$ cat src/sv/assert_macros.svh
// Assertion helpers, included by the tracker unit to check its own logic.
// Each macro expects a clock named clk and an active low reset named arst_n in scope.
`ifndef ASSERT_MACROS_SVH
`define ASSERT_MACROS_SVH

// The property must hold at every rising edge outside reset.
`define ASSERT_CLK(lbl, prop, msg) \
	lbl: assert property (@(posedge clk) disable iff (!arst_n) (prop)) else $error(msg);

// The expression must never be true at a rising edge outside reset.
`define ASSERT_NEVER(lbl, expr, msg) \
	`ASSERT_CLK(lbl, !(expr), msg)

`endif

$ cat src/sv/hklt_pkg.sv
`timescale 1ns / 1ps

package hklt_pkg;

	localparam int TAG_W   = 64;
	localparam int COUNT_W = 32;
	localparam int TIME_W  = 32;
	localparam int RANK_W  = 6;
	localparam int LIMIT_W = 7;

	localparam logic [COUNT_W-1:0] COUNT_MAX   = '1;
	localparam logic [LIMIT_W-1:0] LIMIT_RESET = 7'd10;

	localparam logic CMD_RECORD = 1'b0;
	localparam logic CMD_READ   = 1'b1;

	typedef struct packed {
		logic [TAG_W-1:0]   tag;
		logic [COUNT_W-1:0] count;
		logic [TIME_W-1:0]  created;
	} entry_t;

	typedef struct packed {
		logic             capture;
		logic             is_read;
		logic [TAG_W-1:0] key;
	} cell_ctrl_t;

endpackage

$ cat src/sv/hklt_cell.sv
`timescale 1ns / 1ps

module hklt_cell import hklt_pkg::*; (
	input  logic       clk,
	input  logic       arst_n,
	input  cell_ctrl_t ctrl,
	input  logic       in_range,
	input  logic       rank_hit,
	input  logic       shift_en,
	input  logic       seen_prev,
	input  entry_t     shift_data,
	input  entry_t     acc_prev,
	output entry_t     held,
	output logic       seen,
	output entry_t     acc
);

	entry_t held_q;
	logic   sel_q;

	// A cell is selected by a tag match on record or by its rank on read.
	always_ff @(posedge clk or negedge arst_n) begin
		if (!arst_n) begin
			sel_q <= 1'b0;
		end else if (ctrl.capture) begin
			sel_q <= in_range & (ctrl.is_read ? rank_hit : (held_q.tag == ctrl.key));
		end
	end

	always_ff @(posedge clk) begin
		if (shift_en) begin
			held_q <= shift_data;
		end
	end

	assign held = held_q;
	assign seen = seen_prev | sel_q;
	assign acc  = acc_prev | (sel_q ? held_q : entry_t'('0));

endmodule

$ cat config.mk
export PLATFORM = sky130hd
export DESIGN_NAME = hklt_cell
export DESIGN_NICKNAME = d
export VERILOG_FILES = /design/src/sv/assert_macros.svh /design/src/sv/hklt_pkg.sv /design/src/sv/hklt_cell.sv
export SDC_FILE = /design/constraint.sdc
export NUM_CORES = 1
export LEC_CHECK = 0
export ABC_AREA = 1
export BUFFER_PORTS_ARGS = -buffer_cell sky130_fd_sc_hd__buf_4
export CORE_AREA = 2 2 227 229
export DETAILED_ROUTE_END_ITERATION = 6
export DIE_AREA = 0 0 229 231
export PLACE_DENSITY = 0.36
export SYNTH_ARGS = -nofsm -noshare
export SYNTH_HDL_FRONTEND = slang
export SYNTH_SLANG_ARGS = --single-unit
export TNS_END_PERCENT = 10
$ cat constraint.sdc
create_clock -name clk -period 2.09 [get_ports clk]
set_input_delay 0.1045 -clock clk [delete_from_list [all_inputs] [get_ports clk]]
set_output_delay 0.1045 -clock clk [all_outputs]
set_load 0.05 [all_outputs]
Yosys cells after proc, flatten, opt, wreduce, memory -nomap -nowiden
Index checks and enable logic that the tools add are counted.
W data, S select, Z words.
{"block": "totals", "regBits": 129, "in_bits": 328, "output_inout_bits": 257, "wordCells": 10}
{"block": "op_classes", "eq_ne": 1, "n_mux": 2, "bitwise": 3}
{"operator": "$mux W128", "count": 1}
{"operator": "$or A128 B128 Y128", "count": 1}
{"operator": "$eq A64 B64 Y1", "count": 1}
{"operator": "$and A1 B1 Y1", "count": 1}
{"operator": "$mux W1", "count": 1}
{"operator": "$or A1 B1 Y1", "count": 1}

Logic depth before layout (Yosys ltp)
Gate-level depths: netlist of run 1.
{"block": "logic_depth", "depth_word": 3, "mapped_depth": 12}

Worst setup path before layout of run 1
Ideal clock, no wire load.
{"block": "synth_path", "path_type": "reg2out", "startpoint": "register held_q, in the netlist held[125]", "endpoint": "output acc[125] in the netlist's numbering", "arrival_ps": 1518, "path_slack_ps": 467, "path_stages_with_launch": 3, "cell_sequence": "edfxtp_1 -> inv_1 -> o21bai_1"}
{"item": "from (decl)", "line_no": "hklt_cell.sv:18", "text": "entry_t held_q;"}
{"item": "from (signal assigned)", "line_no": "hklt_cell.sv:32", "text": "held_q <= shift_data;"}
{"item": "to (decl)", "line_no": "hklt_cell.sv:15", "text": "output entry_t acc"}

==> results of run 1 <==
-- cells by family (layout without fill, tap and decap cells) --
group                  after synthesis  after routing
AO/OA/AOI/OAI                      133            133
XOR/XNOR                            16             16
buffers and inverters              100            844
flip-flops                         129            129
other                                0              3
AND/OR/NAND/NOR                    188            188
-- through the flow --
step | instance area [µm²] | setup WS [ns] | power, mW | hold WS, ns
after floorplan | 6130 | 0.467 | 4.94 | -0.191
after global placement | 11400 | 0.253 | 6.34 | -0.118
after detailed placement | 11400 | 0.264 | 6.32 | -0.119
after CTS | 13300 | 0.0399 | 9.68 | 0.0488
after global routing | 13400 | 0.0227 | 9.89 | 0.0681
final | 13400 | 0.0974 | 9.45 | 0.0844
-- critical path, delay by kind of cell, from the launching register on --
kind	cells	cell delay [ns]
compound gates	1	0.28
buf+inv	2	0.67
flops	1	0.44
-- sequential cells by signal (all words and copies together), names as in the netlist --
register  cells
sel_q         1
held        128
-- power by group --
group	internal [mW]	switching, mW	leakage [nW]
clock	1.65	1.34	0.264
sequential	3.09	0.175	1.26
combinational	1.22	1.99	5.02
total	5.95	3.50	6.55
-- timing repair --
action	4_1_cts	5_1_grt
resized for setup	2	0
endpoints found under the hold margin	130	0
setup endpoints to repair	1	0
hold buffers	134	0
-- routing by layer --
metal / GRT usage (%) / wire, µm / vias up / part of all wire, %
li1: - / - / 3366 / -
met5: 0 / 0 / - / 0
met2: 24.6 / 19300 / 367 / 53
met1: 13.7 / 13100 / 3181 / 36
met3: 4.69 / 2790 / 36 / 7.7
met4: 5.09 / 926 / 0 / 2.6
-- cells in the mapped netlist (all sizes together) --
library cell / n / share of area, %
buf: 11 / 0.90
a21o: 81 / 9.9
nand3: 7 / 0.57
dfrtp: 1 / 0.41
o21ai: 5 / 0.41
nand4: 5 / 0.51
inv: 86 / 5.3
nor2: 34 / 2.1
o21bai: 47 / 5.8
or2: 8 / 0.82
xnor2: 16 / 2.3
edfxtp: 128 / 63
clkbuf: 3 / 0.18
nand2: 134 / 8.2
-- worst paths after layout --
check | start | endpoint | slack (ns)
worst max-delay path | sel_q | acc[126] | 0.1
worst max register to register | held[84] | sel_q | 0.37
min in group asynchronous | arst_n | sel_q | 0.53
max in group asynchronous | arst_n | sel_q | 1.45
worst min register to register | held[119] | sel_q | 0.91
worst min-delay path | shift_en | held[108] | 0.08
-- area by class of cell --
type / instances / area [µm²] / area share [%]
repair buffers: 727 / 5860 / 43.9
flip-flops and latches: 129 / 3870 / 29.0
multi-input cells: 337 / 1870 / 14.0
well taps: 680 / 851 / 6.37
clock buffers: 18 / 429 / 3.21
inverters: 86 / 325 / 2.44
clock inverters: 13 / 131 / 0.984
diodes: 3 / 7.51 / 0.0562
==> out/qor_table.md, run 1 <==
| Metric | Value | Unit |
|---|---|---|
| Setup repair after global routing missed its margin | false | - |
| Arr. time, crit path | 1.89 | ns |
| Number of nets produced by synthesis | 894 | - |
| Final antenna-violating net count | 0 | - |
| Iter 0 DRT Violations | 221 | - |
| Required time of the critical path | 1.99 | ns |
| Post-CTS setup buffer count | 0 | - |
| Port Buffers | 584 | - |
| Global router's overall resource usage | 13.3 | % |
| Routability cong. | 0.870 | - |
| Fraction of layout cells with a size suffix above 1 | 48.3 | % |
| Synth warn | 0 | - |
| Die boundary height | 231 | µm |
| Cell Pwr Density | 708 | mW/mm² |
| CP cell instances | buf_4, a21o_1, buf_4 | - |
| Layout Utilization | 26.3 | % |
| Worst-case vdd ir drop | 0.000518 | V |
| Average size of a mapped cell | 10.8 | µm² |
| Max-cap violations | 0 | - |
| Crit end category | output port | - |
| Type of the tightest min-delay check | input pin to register | - |
| Buffer cell driving the clock tree root | sky130_fd_sc_hd__clkbuf_16 | - |
| Slew of the pin with the lowest slew margin | 0.512 | ns |
| Final Routed Wirelength | 36200 | µm |
| Setup violations, final | 0 | - |
| Worst-Skew Late Latency | 0.48 | ns |
| Register clock-pin slew on the reported worst setup and hold paths | 0.07 | ns |
| Post-synthesis instance area | 0.00613 | mm² |
| Aggregate negative setup slack | 0 | ns |
| Most frequent cell on the critical path | sky130_fd_sc_hd__buf_4 | - |
| Post-synthesis share of cell area spent on xor and xnor gates | 2.29 | % |
| Hold Fails Final Rpt | 0 | - |
| Combinational family with the most area after synthesis | compound AO/OA/AOI/OAI gates | - |
| Type of the worst setup path | register to output port | - |
| Critical-path top delay cell | sky130_fd_sc_hd__dfrtp_4 | - |
| Post-DR wirelength/cell | 18.1 | µm |
| Chip width | 229 | µm |
| Mux share of post-synthesis cell area | 0 | % |
| Global-route wire length before repair | 49200 | µm |
| Number of standard cells in the final layout excluding fillers | 1993 | - |
| Clock Tree Buf Depth | 2 | - |
| Launching element type of the critical path | register | - |
| Status | complete, no violations | - |
| DRC violations left | 0 | - |
| Number of levels the H-tree was split into | 4 | - |
| Cell variety after synth | 14 | - |
| Leading cell type in the layout, fill and taps excluded | sky130_fd_sc_hd__buf_4 | - |
| Largest net degree at the start of global routing | 51 | - |
| Number of global-route vias before repair | 7392 | - |
| Fin crit period | 1.99 | ns |
| CTS tree | done | - |
| Count of pins on the block boundary | 585 | - |
| Clock buffers created by TritonCTS | 17 | - |
| Placed cell count | 1825 | - |
| Remaining max-slew budget at the tightest pin | 65.9 | % |
| Compound-gate portion of the synthesized area | 16.1 | % |
| Post-Route Skew | 0.0176 | ns |
| Longest individual stage delay on the worst path | 0.44 | ns |
| Antenna violations before repair | 5 | - |
| FP Rows | 83 | - |
| Post-synthesis share of cell area spent on full adders, half adders and majority gates | 0 | % |
| Post-detailed-route via-to-cell ratio | 3.49 | - |
| Area delta synth->final | 118 | % |
| Core area | 0.0507 | mm² |
| #FFs+latches synth | 129 | - |
| Length in cells of the worst reg-to-reg path | 9 | - |
| Final slew viol count | 0 | - |
| Share of the clock period used by the worst path after layout | 95.3 | % |
| Final HPWL DP | 29600 | µm |
| Initial core utilization | 12.1 | % |
| Total via count after detailed routing | 6950 | - |
| Clock sink total | 129 | - |
| Portion of the post-synthesis area used by sequential elements | 63.1 | % |
| Grt ovf | 0 | - |
| Biggest fanout along the worst timing path | 32 | - |
| Number of instances on the worst hold path | 1 | - |
| Post-layout nets | 1626 | - |
| FMAX | 502 | MHz |
| Area of the die | 0.0529 | mm² |
| Most frequent cells in the layout | sky130_fd_sc_hd__buf_4 (586), sky130_fd_sc_hd__nand2_1 (134), sky130_fd_sc_hd__dlygate4sd3_1 (134), sky130_fd_sc_hd__edfxtp_1 (128), sky130_fd_sc_hd__inv_1 (85) | - |
| Simple-gate portion of the synthesized area | 12.2 | % |
| # fillers | 5499 | - |
| Leakage power figure | 6.55 | nW |
| TritonRoute pass-1 iters | 4 | - |
| Cells after synthesis | 566 | - |
No activity file was read; power rests on OpenSTA's default activity.
==> inputs of run 2 (changes only) <==
==> constraint.sdc (replaced) <==
create_clock -name clk -period 2.09 [get_ports clk]
set_input_delay 0.5225 -clock clk [delete_from_list [all_inputs] [get_ports clk]]
set_output_delay 0.5225 -clock clk [all_outputs]
set_load 0.01 [all_outputs]
==> out/qor_table.md, run 2 (synthesis results as in run 1) <==
| Metric | Value | Unit | vs previous |
|---|---|---|---|
| Post-Route Skew | 0.00673 | ns | was 0.0176 ns |
| Global router's overall resource usage | 13.1 | % | was 13.3% |
| Clock Tree Buf Depth | 2 | - | unchanged |
| FMAX | 447 | MHz | was 502 MHz |
| Share of the clock period used by the worst path after layout | 107 | % | was 95.3% |
| Final Routed Wirelength | 36000 | µm | was 36200 µm |
| Hold Fails Final Rpt | 0 | - | unchanged |
| Arr. time, crit path | 1.72 | ns | was 1.89 ns |
| Chip width | 229 | µm | unchanged |
| Fraction of layout cells with a size suffix above 1 | 54.5 | % | was 48.3% |
| FP Rows | 83 | - | unchanged |
| Max-cap violations | 0 | - | unchanged |
| Post-DR wirelength/cell | 19.2 | µm | was 18.1 µm |
| Total via count after detailed routing | 6539 | - | was 6950 |
| Final antenna-violating net count | 0 | - | unchanged |
| Core area | 0.0507 | mm² | unchanged |
| Worst-case vdd ir drop | 0.000434 | V | was 0.000518 V |
| DRC violations left | 0 | - | unchanged |
| Post-detailed-route via-to-cell ratio | 3.48 | - | was 3.49 |
| Crit end category | output port | - | unchanged |
| Area of the die | 0.0529 | mm² | unchanged |
| Slew of the pin with the lowest slew margin | 0.464 | ns | was 0.512 ns |
| Number of global-route vias before repair | 6639 | - | was 7392 |
| Grt ovf | 0 | - | unchanged |
| Setup repair after global routing missed its margin | true | - | was false |
| Routability cong. | 0.887 | - | was 0.870 |
| TritonRoute pass-1 iters | 4 | - | unchanged |
| Buffer cell driving the clock tree root | sky130_fd_sc_hd__clkbuf_16 | - | unchanged |
| Global-route wire length before repair | 47500 | µm | was 49200 µm |
| Type of the tightest min-delay check | input pin to register | - | unchanged |
| Clock buffers created by TritonCTS | 17 | - | unchanged |
| Fin crit period | 2.24 | ns | was 1.99 ns |
| Most frequent cells in the layout | sky130_fd_sc_hd__buf_4 (572), sky130_fd_sc_hd__nand2_1 (134), sky130_fd_sc_hd__edfxtp_1 (128), sky130_fd_sc_hd__inv_1 (85), sky130_fd_sc_hd__a21o_1 (81) | - | was sky130_fd_sc_hd__buf_4 (586), sky130_fd_sc_hd__nand2_1 (134), sky130_fd_sc_hd__dlygate4sd3_1 (134), sky130_fd_sc_hd__edfxtp_1 (128), sky130_fd_sc_hd__inv_1 (85) |
| Leakage power figure | 6.19 | nW | was 6.55 nW |
| Biggest fanout along the worst timing path | 44 | - | was 32 |
| Post-route worst setup slack | -0.148 | ns | was 0.0974 ns |
| Cell Pwr Density | 673 | mW/mm² | was 708 mW/mm² |
| Required time of the critical path | 1.57 | ns | was 1.99 ns |
| Clock sink total | 129 | - | unchanged |
| Final slew viol count | 0 | - | unchanged |
| Area delta synth->final | 103 | % | was 118% |
| Iter 0 DRT Violations | 175 | - | was 221 |
| Worst-Skew Late Latency | 0.47 | ns | was 0.48 ns |
| CTS tree | done | - | unchanged |
| Hold Slack | 0.226 | ns | was 0.0844 ns |
| Final HPWL DP | 29400 | µm | was 29600 µm |
| Launching element type of the critical path | register | - | unchanged |
| Remaining max-slew budget at the tightest pin | 69.0 | % | was 65.9% |
| Port Buffers | 584 | - | unchanged |
| Largest net degree at the start of global routing | 45 | - | was 51 |
| Antenna violations before repair | 5 | - | unchanged |
| Count of pins on the block boundary | 585 | - | unchanged |
| Initial core utilization | 12.1 | % | unchanged |
| Aggregate negative setup slack | -5.83 | ns | was 0 ns |
| Post-layout nets | 1509 | - | was 1626 |
| Violated checks | negative setup slack | - |  |
| Register clock-pin slew on the reported worst setup and hold paths | 0.06 | ns | was 0.07 ns |
| Max FFs per register | 128 | - | unchanged |
| Setup violations, final | 94 | - | was 0 |
| Die boundary height | 231 | µm | unchanged |
| Type of the worst setup path | register to output port | - | unchanged |
| Placed inst area | 0.0115 | mm² | was 0.0114 mm² |
| Final Cell Area | 0.0125 | mm² | was 0.0134 mm² |
| Number of levels the H-tree was split into | 4 | - | unchanged |
| Status | complete, but fails checks | - | was complete, no violations |
| Leading cell type in the layout, fill and taps excluded | sky130_fd_sc_hd__buf_4 | - | unchanged |
| # fillers | 5567 | - | was 5499 |
## run 2: cell types whose count changed in the layout (fill, tap and decap cells not counted), moves of 2 or more
cell,before,now
sky130_fd_sc_hd__dlygate4sd3_1,134,1
sky130_fd_sc_hd__buf_6,2,21
sky130_fd_sc_hd__buf_4,586,572
sky130_fd_sc_hd__buf_12,5,10
sky130_fd_sc_hd__buf_16,0,3
sky130_fd_sc_hd__bufinv_16,1,3
sky130_fd_sc_hd__clkbuf_16,17,19
sky130_fd_sc_hd__o21bai_1,47,45
## run 2: worst max-delay path: stages, from the launching register on
cell	delay, ns
sky130_fd_sc_hd__dfrtp_4	0.56
sky130_fd_sc_hd__buf_12	0.19
sky130_fd_sc_hd__a21o_1	0.26
sky130_fd_sc_hd__buf_4	0.16
## run 2: power by group
group,switching (mW),internal (mW),leakage [nW]
clock,1.30,1.89,0.290
sequential,0.191,3.09,1.26
combinational,0.814,1.10,4.63
total,2.30,6.07,6.19
## run 2: what timing repair did
item                                    4_1_cts  5_1_grt
buffers inserted                              2        3
resized for setup                            25       13
hold buffers                                  1        0
endpoints found under the hold margin         1        0
pin swaps                                     1       12
endpoints found under the setup margin      127      129
gates cloned                                  2        2
## run 2: routing by layer
layer	share of wire, %	track usage [%]	routed length (µm)	up-vias
met3	8.5	5.13	3040	32
met1	36	13.3	12900	3002
li1	-	-	-	3136
met5	0	0	0	-
met2	54	24.2	19400	369
met4	2.0	4.48	714	0
## run 2: layout make-up
class | count | area [µm²] | area share (%)
antenna | 4 | 10.0 | 0.0804
multi-input combinational | 337 | 1890 | 15.2
tap | 680 | 851 | 6.83
clock inverter | 14 | 179 | 1.44
clock buffer | 18 | 429 | 3.45
inverter | 86 | 330 | 2.65
timing repair buffer | 610 | 4890 | 39.3
sequential | 129 | 3870 | 31.1
## run 2: through the flow
stage / power, mW / std cells / worst slack (ns) / util [%]
after floorplan: 3.82 / 566 / 0.654 / -
after global placement: 5.21 / 1832 / 0.0383 / 22.7
after detailed placement: 5.19 / 1832 / 0.0834 / 22.7
after CTS: 8.58 / 1869 / -0.181 / 24.3
after global routing: 8.80 / 1876 / -0.174 / 24.6
final: 8.38 / 1878 / -0.148 / 24.6
## run 2: worst paths after layout
path / startpoint / end / slack [ns] / cells past startpoint
worst max-delay path: sel_q / acc[32] / -0.15 / 3
worst min register to register: held[119] / sel_q / 0.97 / 9
max in group asynchronous: arst_n / sel_q / 1.57 / 2
min in group asynchronous: arst_n / sel_q / 0.43 / 2
worst max register to register: held[70] / sel_q / 0.40 / 11
worst min-delay path: shift_data[61] / held[61] / 0.23 / 1
